==> src/hw/rtl/kvt_pkg.sv <==
// ---------------------------------------------------------------------------
// kvt_pkg
// Shared types, codes and the key conversion for the key/value table.
// ---------------------------------------------------------------------------
package kvt_pkg;

	localparam int TABLE_DEPTH = 1024;
	localparam int CNT_W       = 11;
	localparam int WORD_W      = 129;
	localparam logic [CNT_W-1:0] ENTRIES_RST = 11'd1024;

	typedef enum logic [1:0] {
		CMD_GET     = 2'd0,
		CMD_GET_CHK = 2'd1,
		CMD_SET     = 2'd2,
		CMD_UPDATE  = 2'd3
	} cmd_t;

	typedef enum logic [1:0] {
		CFG_ENTRIES = 2'd0,
		CFG_POW2    = 2'd1,
		CFG_NULL    = 2'd2,
		CFG_NONE    = 2'd3
	} cfg_idx_t;

	typedef struct packed {
		logic clear;
		logic load;
		logic conv;
		logic mask_slot;
		logic div_start;
		logic div_step;
		logic rd;
		logic exec;
	} dp_cmd_t;

	typedef struct packed {
		logic pow2;
		logic div_last;
		logic clear_last;
		logic out_free;
	} dp_stat_t;

	// double to unsigned 64-bit, truncating, with saturation
	function automatic logic [63:0] key_to_uint(logic [63:0] bits);
		logic [10:0] expo;
		logic [51:0] frac;
		logic [10:0] e;
		logic [63:0] mant;
		logic [63:0] res;
		expo = bits[62:52];
		frac = bits[51:0];
		e    = expo - 11'd1023;
		mant = {11'd0, 1'b1, frac};
		if (expo == 11'h7FF) begin
			res = (frac != 52'd0 || bits[63]) ? 64'd0 : '1;
		end else if (bits[63] || expo < 11'd1023) begin
			res = 64'd0;
		end else if (e >= 11'd64) begin
			res = '1;
		end else if (e >= 11'd52) begin
			res = mant << 6'(e - 11'd52);
		end else begin
			res = mant >> 6'(11'd52 - e);
		end
		return res;
	endfunction

endpackage

==> src/hw/rtl/kvt_ctrl.sv <==
// ---------------------------------------------------------------------------
// kvt_ctrl
// Sequencer for the key/value table: clearing pass, slot derivation,
// table access and result hand-off.
// ---------------------------------------------------------------------------
module kvt_ctrl (
	input  logic              clk,
	input  logic              arst_n,
	input  logic              in_valid,
	output logic              in_ready,
	input  kvt_pkg::dp_stat_t stat,
	output kvt_pkg::dp_cmd_t  cmd
);

	typedef enum logic [6:0] {
		ST_CLEAR = 7'b0000001,
		ST_IDLE  = 7'b0000010,
		ST_CONV  = 7'b0000100,
		ST_SLOT  = 7'b0001000,
		ST_DIV   = 7'b0010000,
		ST_READ  = 7'b0100000,
		ST_EXEC  = 7'b1000000
	} state_t;

	state_t state_q, state_d;

	always_ff @(posedge clk or negedge arst_n) begin
		if (!arst_n) begin
			state_q <= ST_CLEAR;
		end else begin
			state_q <= state_d;
		end
	end

	assign in_ready = (state_q == ST_IDLE);

	always_comb begin
		state_d = state_q;
		cmd     = '0;
		unique case (state_q)
			ST_CLEAR: begin
				cmd.clear = 1'b1;
				if (stat.clear_last) state_d = ST_IDLE;
			end
			ST_IDLE: begin
				if (in_valid) begin
					cmd.load = 1'b1;
					state_d  = ST_CONV;
				end
			end
			ST_CONV: begin
				cmd.conv = 1'b1;
				state_d  = ST_SLOT;
			end
			ST_SLOT: begin
				if (stat.pow2) begin
					cmd.mask_slot = 1'b1;
					state_d       = ST_READ;
				end else begin
					cmd.div_start = 1'b1;
					state_d       = ST_DIV;
				end
			end
			ST_DIV: begin
				cmd.div_step = 1'b1;
				if (stat.div_last) state_d = ST_READ;
			end
			ST_READ: begin
				cmd.rd  = 1'b1;
				state_d = ST_EXEC;
			end
			ST_EXEC: begin
				// wait for the output register to free up
				if (stat.out_free) begin
					cmd.exec = 1'b1;
					state_d  = ST_IDLE;
				end
			end
			default: state_d = ST_CLEAR;
		endcase
	end

endmodule

==> config.mk <==
export PLATFORM = sky130hd
export DESIGN_NAME = kvt_ctrl
export DESIGN_NICKNAME = d
export VERILOG_FILES = /design/src/hw/rtl/kvt_pkg.sv /design/src/hw/rtl/kvt_ctrl.sv
export SDC_FILE = /design/constraint.sdc
export NUM_CORES = 1
export LEC_CHECK = 0
export BUFFER_PORTS_ARGS = -buffer_cell sky130_fd_sc_hd__buf_2
export CAP_MARGIN = 40
export CORE_AREA = 2 2 39 41
export DETAILED_ROUTE_END_ITERATION = 6
export DIE_AREA = 0 0 41 43
export GPL_ROUTABILITY_DRIVEN = 0
export HOLD_SLACK_MARGIN = 0.06
export PLACE_DENSITY_LB_ADDON = 0.2
export SYNTH_ARGS = -nofsm -noshare
export SYNTH_HDL_FRONTEND = slang
export SYNTH_SLANG_ARGS = --single-unit
==> constraint.sdc <==
create_clock -name clk -period 1.43 [get_ports clk]
set_clock_uncertainty 0.15 [all_clocks]
set_input_delay 0.0715 -clock clk [delete_from_list [all_inputs] [get_ports clk]]
set_output_delay 0.0715 -clock clk [all_outputs]
set_load 0.01 [all_outputs]
Word level (Yosys, flattened, before mapping)
Index checks and enable logic that the tools add are counted.
Word-level totals
  register bits: 7
  output and inout port bits: 9
  input bits: 7
  logic and storage cells: 30
Cells by class
  reduce and logical (&&, ||, !) cells: 1
  mux-type cells: 17
  equal/unequal tests: 11
Operators with widths (number)
  $pmux W7 S7: 1
  $mux W7: 4
  $mux W1: 10
  $ne A2 B2 Y1 const B: 4
  $eq A7 B1 Y1 const B: 1
  $eq A7 B2 Y1 const B: 1
  $eq A7 B3 Y1 const B: 1
  $eq A7 B4 Y1 const B: 1
  $eq A7 B5 Y1 const B: 1
  $eq A7 B6 Y1 const B: 1
  $eq A7 B7 Y1 const B: 1
  $mux W6: 1
  $reduce_and A4 Y1: 1
  $mux W2: 1

Depth between registers and ports, before layout
Gate-level depths: netlist (run 1).
  word-level depth: 3
  mapped depth: 5
  depth with buffers taken out: 4

Least setup slack after synthesis (run 1)
OpenSTA, ideal clock, no wires.
  path kind: register to output
  start point: register state_q[1]
  end point: output cmd[3] (netlist bit)
  path buffers: 0
  data arrival time: 1267 ps
  required time: 1209 ps
  path slack: -58 ps
  cell stages (with the launch flop): 5
  path through: dfrtp_1 > nor2_4 > nand3_2 > or3b_4 > nor2_1
RTL lines
  start: declaration: line kvt_ctrl.sv:25  | state_t state_q, state_d;
  start signal: assignment: line kvt_ctrl.sv:31  | state_q <= state_d;
  end: declaration: line kvt_ctrl.sv:12  | output kvt_pkg::dp_cmd_t cmd

==> results.cfg, run 1 <==
[timing]
hold_viol = 0
post-route-period-util_pct = 123.7
worstMarginPinSlew_ns = 0.3650
rsz0062_at_grt = yes
tns_ns = -3.107
fmax_mhz = 565.2
hold_ws_ns = 0.1232
min_period_ns = 1.769
max_slew_margin_pct = 75.46
finalSetupViolations = 14
layout_setup_ws_ns = -0.3393
finalMaxSlewViolations = 0

[synth]
ys_types = 32
synthCells = 53
ys_ff_latch = 7
synth.top_cell.area_share_pct = 30.23
syn_avg_cell_area_sq_um = 9.372
synthTopCellsByArea = dfrtp_1, dfstp_2, inv_1
netlist_area_sq_um = 496.7
yosys_warnings = 0
syn_nets = 60
synth_area_leader_cell = dfrtp_1
seq_area_frac_synth_pct = 35.52

[route]
dr.pass1.iters = 4
drt_iter0_drc = 4
drc = 0
via_per_inst = 5.026
antenna_left = 0
routed_wl_microns = 1564
vias = 578
wl_per_cell_microns = 13.60

[critical_path]
crit_path_end_kind = output pin
critPathArrivalTime_ns = 1.55
worstSetupStartpointType = flip-flop
critPathKind = reg -> out
path_max_fanout = 4
crit_required_ns = 1.21

[pwr]
power.total_uw = 1097
clkPwrFrac_pct = 17.4
p_sw_uw = 388.9
power_frac_seq_pct = 28.6
comb_power_share_pct = 54.0
vdd_ir_drop_max_mv = 0.6255
p_leak_uw = 0.0004490
power_density_nw_per_um2 = 1199
p_sw_share_pct = 35.46
internal_power_uw = 707.8

[run_status]
violations = negative setup slack
status = finished with violations

[clocking]
clk_latency_ns = 0.26
cts_buffers = 3
ctsLongestPathBuffers = 2
cts_sinks = 7
root_buffer = clkbuf_4
clkTransAtPathRegs_ns = 0.06
cts_tree = yes
h-tree-depth = 1

[cells_and_area]
drive_above_1_share_pct = 61.62
syn_to_final_growth_pct = 84.13
layout_common_cells = buf_4, buf_2, dlygate4sd3_1, inv_1, buf_6
register_area_sq_um = 182.7
final_common_cell = buf_4
top_regs = state_q: 7 flops
multi_input_area_sq_um = 315.3
nets = 107
largest_register = state_q
n_fill_cell = 115
diodes = 0
stdcell_area_sq_um = 914.6
largest_reg_flops = 7

[job]
maxCapViolCount = 0

[floorplan]
die_h_microns = 43
fp.coreArea_sq_um = 1384
rows = 14
start_util_pct = 35.90
dieArea_sq_um = 1763
die_x_microns = 41
io_pins = 16

[placement]
io_buffers = 15
place_hpwl_microns = 914.9
placed_cell_area_sq_um = 705.7

[global_route]
grt_first_pass_wirelength_microns = 2546
grt-ovfl-total = 0
grt_start_max_net_pins = 7
grt_pass1_vias = 593
grt.total_usage_pct = 22.63
antenna_found_initial = 0

[min_path]
min_path_type = in -> async
==> synthesized netlist by cell type, drive strengths merged <==
master / number
nor3: 2
o211ai: 2
nor4: 3
or3b: 1
inv: 6
nand2b: 1
dfstp: 1
nand3: 3
o2bb2ai: 1
clkbuf: 1
nor2: 6
and4b: 1
o21bai: 1
nor3b: 3
and2: 2
a32o: 1
nand2: 2
nand4b: 1
o21ai: 2
buf: 2
dfrtp: 6
o22ai: 2
a31oi: 1
xor2: 2
==> routing by layer <==
| metal | global-route usage, % | part of all wire (%) | vias up |
|---|---|---|---|
| li1 | - | - | 283 |
| met1 | 22.30 | 38 | 272 |
| met5 | 0 | 0 | - |
| met3 | 13.09 | 5.1 | 7 |
| met2 | 35.94 | 54 | 16 |
| met4 | 10.67 | 3.3 | 0 |
==> repair_timing <==
| action | in CTS | in global routing |
|---|---|---|
| buffers inserted | 6 | 4 |
| hold buffers | 7 | 0 |
| endpoints found under the hold margin | 13 | 0 |
| cloned | 0 | 0 |
| resized for setup | 8 | 5 |
| endpoints found under the setup margin | 13 | 16 |
| pin swaps | 6 | 7 |
==> path summary, 6_finish.rpt <==
check	startpoint	to	slack [ns]	depth (start not counted)
hold reg to reg	state_q[1]	state_q[1]	0.48	2
min in group clk	in_valid	state_q[1]	0.40	3
max in group asynchronous	arst_n	state_q[4]	0.24	3
hold / removal	arst_n	state_q[0]	0.12	2
setup / recovery	state_q[1]	cmd[3]	-0.34	5
setup reg to reg	state_q[1]	state_q[5]	-0.26	6
==> kinds of logic (layout without fill, tap and decap cells) <==
family,after synthesis,after routing,share of synthesized area (%)
AO/OA/AOI/OAI,10,10,16.62
XOR/XNOR,2,2,3.527
buffers and inverters,9,55,8.562
flip-flops,7,7,35.52
AND/OR/NAND/NOR,25,25,35.77
==> stage by stage <==
stage          util [%]  std cells  setup WS (ns)
3_5_place_dp      50.99         96       -0.09140
6_report          66.09        115        -0.3393
3_3_place_gp      50.99         96       -0.08607
5_1_grt           66.09        115        -0.3964
2_1_floorplan         -         53       0.003072
4_1_cts           63.83        113        -0.3549
==> critical path, stage by stage (launching register included) <==
cell and delay, ns:
dfrtp_2 0.45, nor2_4 0.11, nand3_2 0.10, or3b_4 0.42
nor2_4 0.10, buf_6 0.10
==> final cells by class <==
class,count,area share (%)
timing repair buffer,45,38.03
sequential,7,19.97
inverter,6,2.462
tap,16,2.189
clock buffer,4,2.873
multi-input combinational,37,34.47
==> power by group through the flow <==
stage	clock (uW)	combinational, uW	sequential [uW]
floorplan	0	263	294
global placement	0	482	304
detailed placement	0	486	303
CTS	195	563	304
global route	205	653	319
finish	191	592	313
(Power assumes the default switching activity.)
==> run 2, diff against run 1 <==
--- a/config.mk
+++ b/config.mk
@@ -13,6 +13,7 @@
 export GPL_ROUTABILITY_DRIVEN = 0
 export HOLD_SLACK_MARGIN = 0.06
 export PLACE_DENSITY_LB_ADDON = 0.2
+export REMOVE_ABC_BUFFERS = 1
 export SYNTH_ARGS = -nofsm -noshare
 export SYNTH_HDL_FRONTEND = slang
 export SYNTH_SLANG_ARGS = --single-unit
==> results.cfg, run 2 (same netlist as run 1, synthesis figures left out) <==
[run_status]
status = finished with violations
violations = negative setup slack

[placement]
place_hpwl_microns = 883
placed_cell_area_sq_um = 661.9
io_buffers = 15

[floorplan]
io_pins = 16
rows = 14
fp.coreArea_sq_um = 1384
die_h_microns = 43
dieArea_sq_um = 1763
die_x_microns = 41
start_util_pct = 35.90

[cells_and_area]
nets = 105
top_regs = state_q: 7 flops
stdcell_area_sq_um = 883.3
final_common_cell = buf_4
layout_common_cells = buf_4, buf_2, dlygate4sd3_1, inv_1, nor2_1
largest_register = state_q
diodes = 0
largest_reg_flops = 7
syn_to_final_growth_pct = 77.83
drive_above_1_share_pct = 60.82

[pwr]
power_density_nw_per_um2 = 1246
p_sw_uw = 391.1
clkPwrFrac_pct = 16.7
comb_power_share_pct = 55.7
power.total_uw = 1101
power_frac_seq_pct = 27.6
p_leak_uw = 0.0004404
internal_power_uw = 709.8
p_sw_share_pct = 35.53
vdd_ir_drop_max_mv = 0.6484

[timing]
finalSetupViolations = 14
min_period_ns = 1.771
finalMaxSlewViolations = 0
layout_setup_ws_ns = -0.3406
max_slew_margin_pct = 75.81
post-route-period-util_pct = 123.8
worstMarginPinSlew_ns = 0.3599
hold_viol = 0
rsz0062_at_grt = yes
fmax_mhz = 564.8

[global_route]
grt-ovfl-total = 0
antenna_found_initial = 0
grt.total_usage_pct = 19.76
grt_first_pass_wirelength_microns = 2311
grt_start_max_net_pins = 8
grt_pass1_vias = 550

[clocking]
cts_tree = yes
clkTransAtPathRegs_ns = 0.06
h-tree-depth = 1
ctsLongestPathBuffers = 2
cts_buffers = 3
cts_sinks = 7
root_buffer = clkbuf_4
clk_latency_ns = 0.25

[job]
maxCapViolCount = 0

[critical_path]
rr_endpoint = state_q[5]
path_max_fanout = 4
critPathArrivalTime_ns = 1.55
r2r_slack_ns = -0.23
crit_required_ns = 1.21
crit_path_end_kind = output pin
r2r-start = state_q[4]
critPathKind = reg -> out
worstSetupStartpointType = flip-flop
reg2reg_depth = 6

[route]
routed_wl_microns = 1486
drc = 0
dr.pass1.iters = 4
wl_per_cell_microns = 13.15
antenna_left = 0
vias = 569
drt_iter0_drc = 12
via_per_inst = 5.035

[min_path]
min_path_type = in -> async
==> run 2: changes by cell type in the layout (fill, tap and decap cells not counted), sizes merged <==
cell,delta
buf,-2
==> run 2: area by class of cell <==
cell class                      instances  area (sq um)
Timing Repair Buffer                   43         314.1
Inverter                                6         22.52
Sequential cell                         7         180.2
Fill cell                             118         500.5
Clock buffer                            4         26.28
Tap cell                               16         20.02
Multi-Input combinational cell         37         320.3
==> run 2: worst max-delay path by stage <==
stage	startpoint	endpoint	slack, ns	cells past startpoint
after global placement	state_q[5]	cmd[4]	-0.11	5
after CTS	state_q[5]	cmd[3]	-0.31	5
after global routing	state_q[3]	cmd[1]	-0.40	4
after floorplan	state_q[1]	cmd[3]	-0.06	4
after detailed placement	state_q[4]	cmd[3]	-0.10	5
final	state_q[4]	cmd[3]	-0.34	5
==> run 2: layer usage <==
metal | up-vias | global-route usage (%) | wire (microns)
li1 | 279 | - | -
met1 | 271 | 24.83 | 606
met2 | 17 | 30.63 | 798
met3 | 2 | 1.571 | 66
met4 | 0 | 12.67 | 14
met5 | - | 0 | 0
==> run 2: repair_timing <==
item                       CTS  global route
hold endpoints to repair    13             0
gates resized for setup      6             8
pin swaps                    9             3
setup endpoints to repair   13            15
setup buffers                8             4
hold buffers                 7             0
==> run 2: power by group through the flow <==
| stage | Clock, uW | Sequential, uW | Combinational, uW |
|---|---|---|---|
| final | 184 | 304 | 613 |
| after global routing | 197 | 311 | 669 |
| after CTS | 192 | 297 | 546 |
| after detailed placement | 0 | 296 | 458 |
| after global placement | 0 | 296 | 460 |
| after floorplan | 0 | 306 | 241 |
==> run 2: critical path, stage by stage, from the launching register on <==
cell and delay (ns):
dfrtp_2 0.46, nor2_4 0.14, nand3_2 0.08, or3b_4 0.39
nor2_1 0.10, buf_2 0.13
==> run 2: stage by stage <==
step                worst slack [ns]  util (%)  hold WS (ns)  setup TNS (ns)  std cells
finish                       -0.3406     63.83        0.1531          -3.026        113
global route                 -0.4004     63.83        0.1746          -4.106        113
CTS                          -0.3150     59.95        0.1472          -2.420        110
detailed placement           -0.1001     47.83       -0.2316         -0.4359         93
global placement             -0.1086     47.83       -0.2319         -0.4196         93
floorplan                   -0.05856         -       -0.3741         -0.1245         50
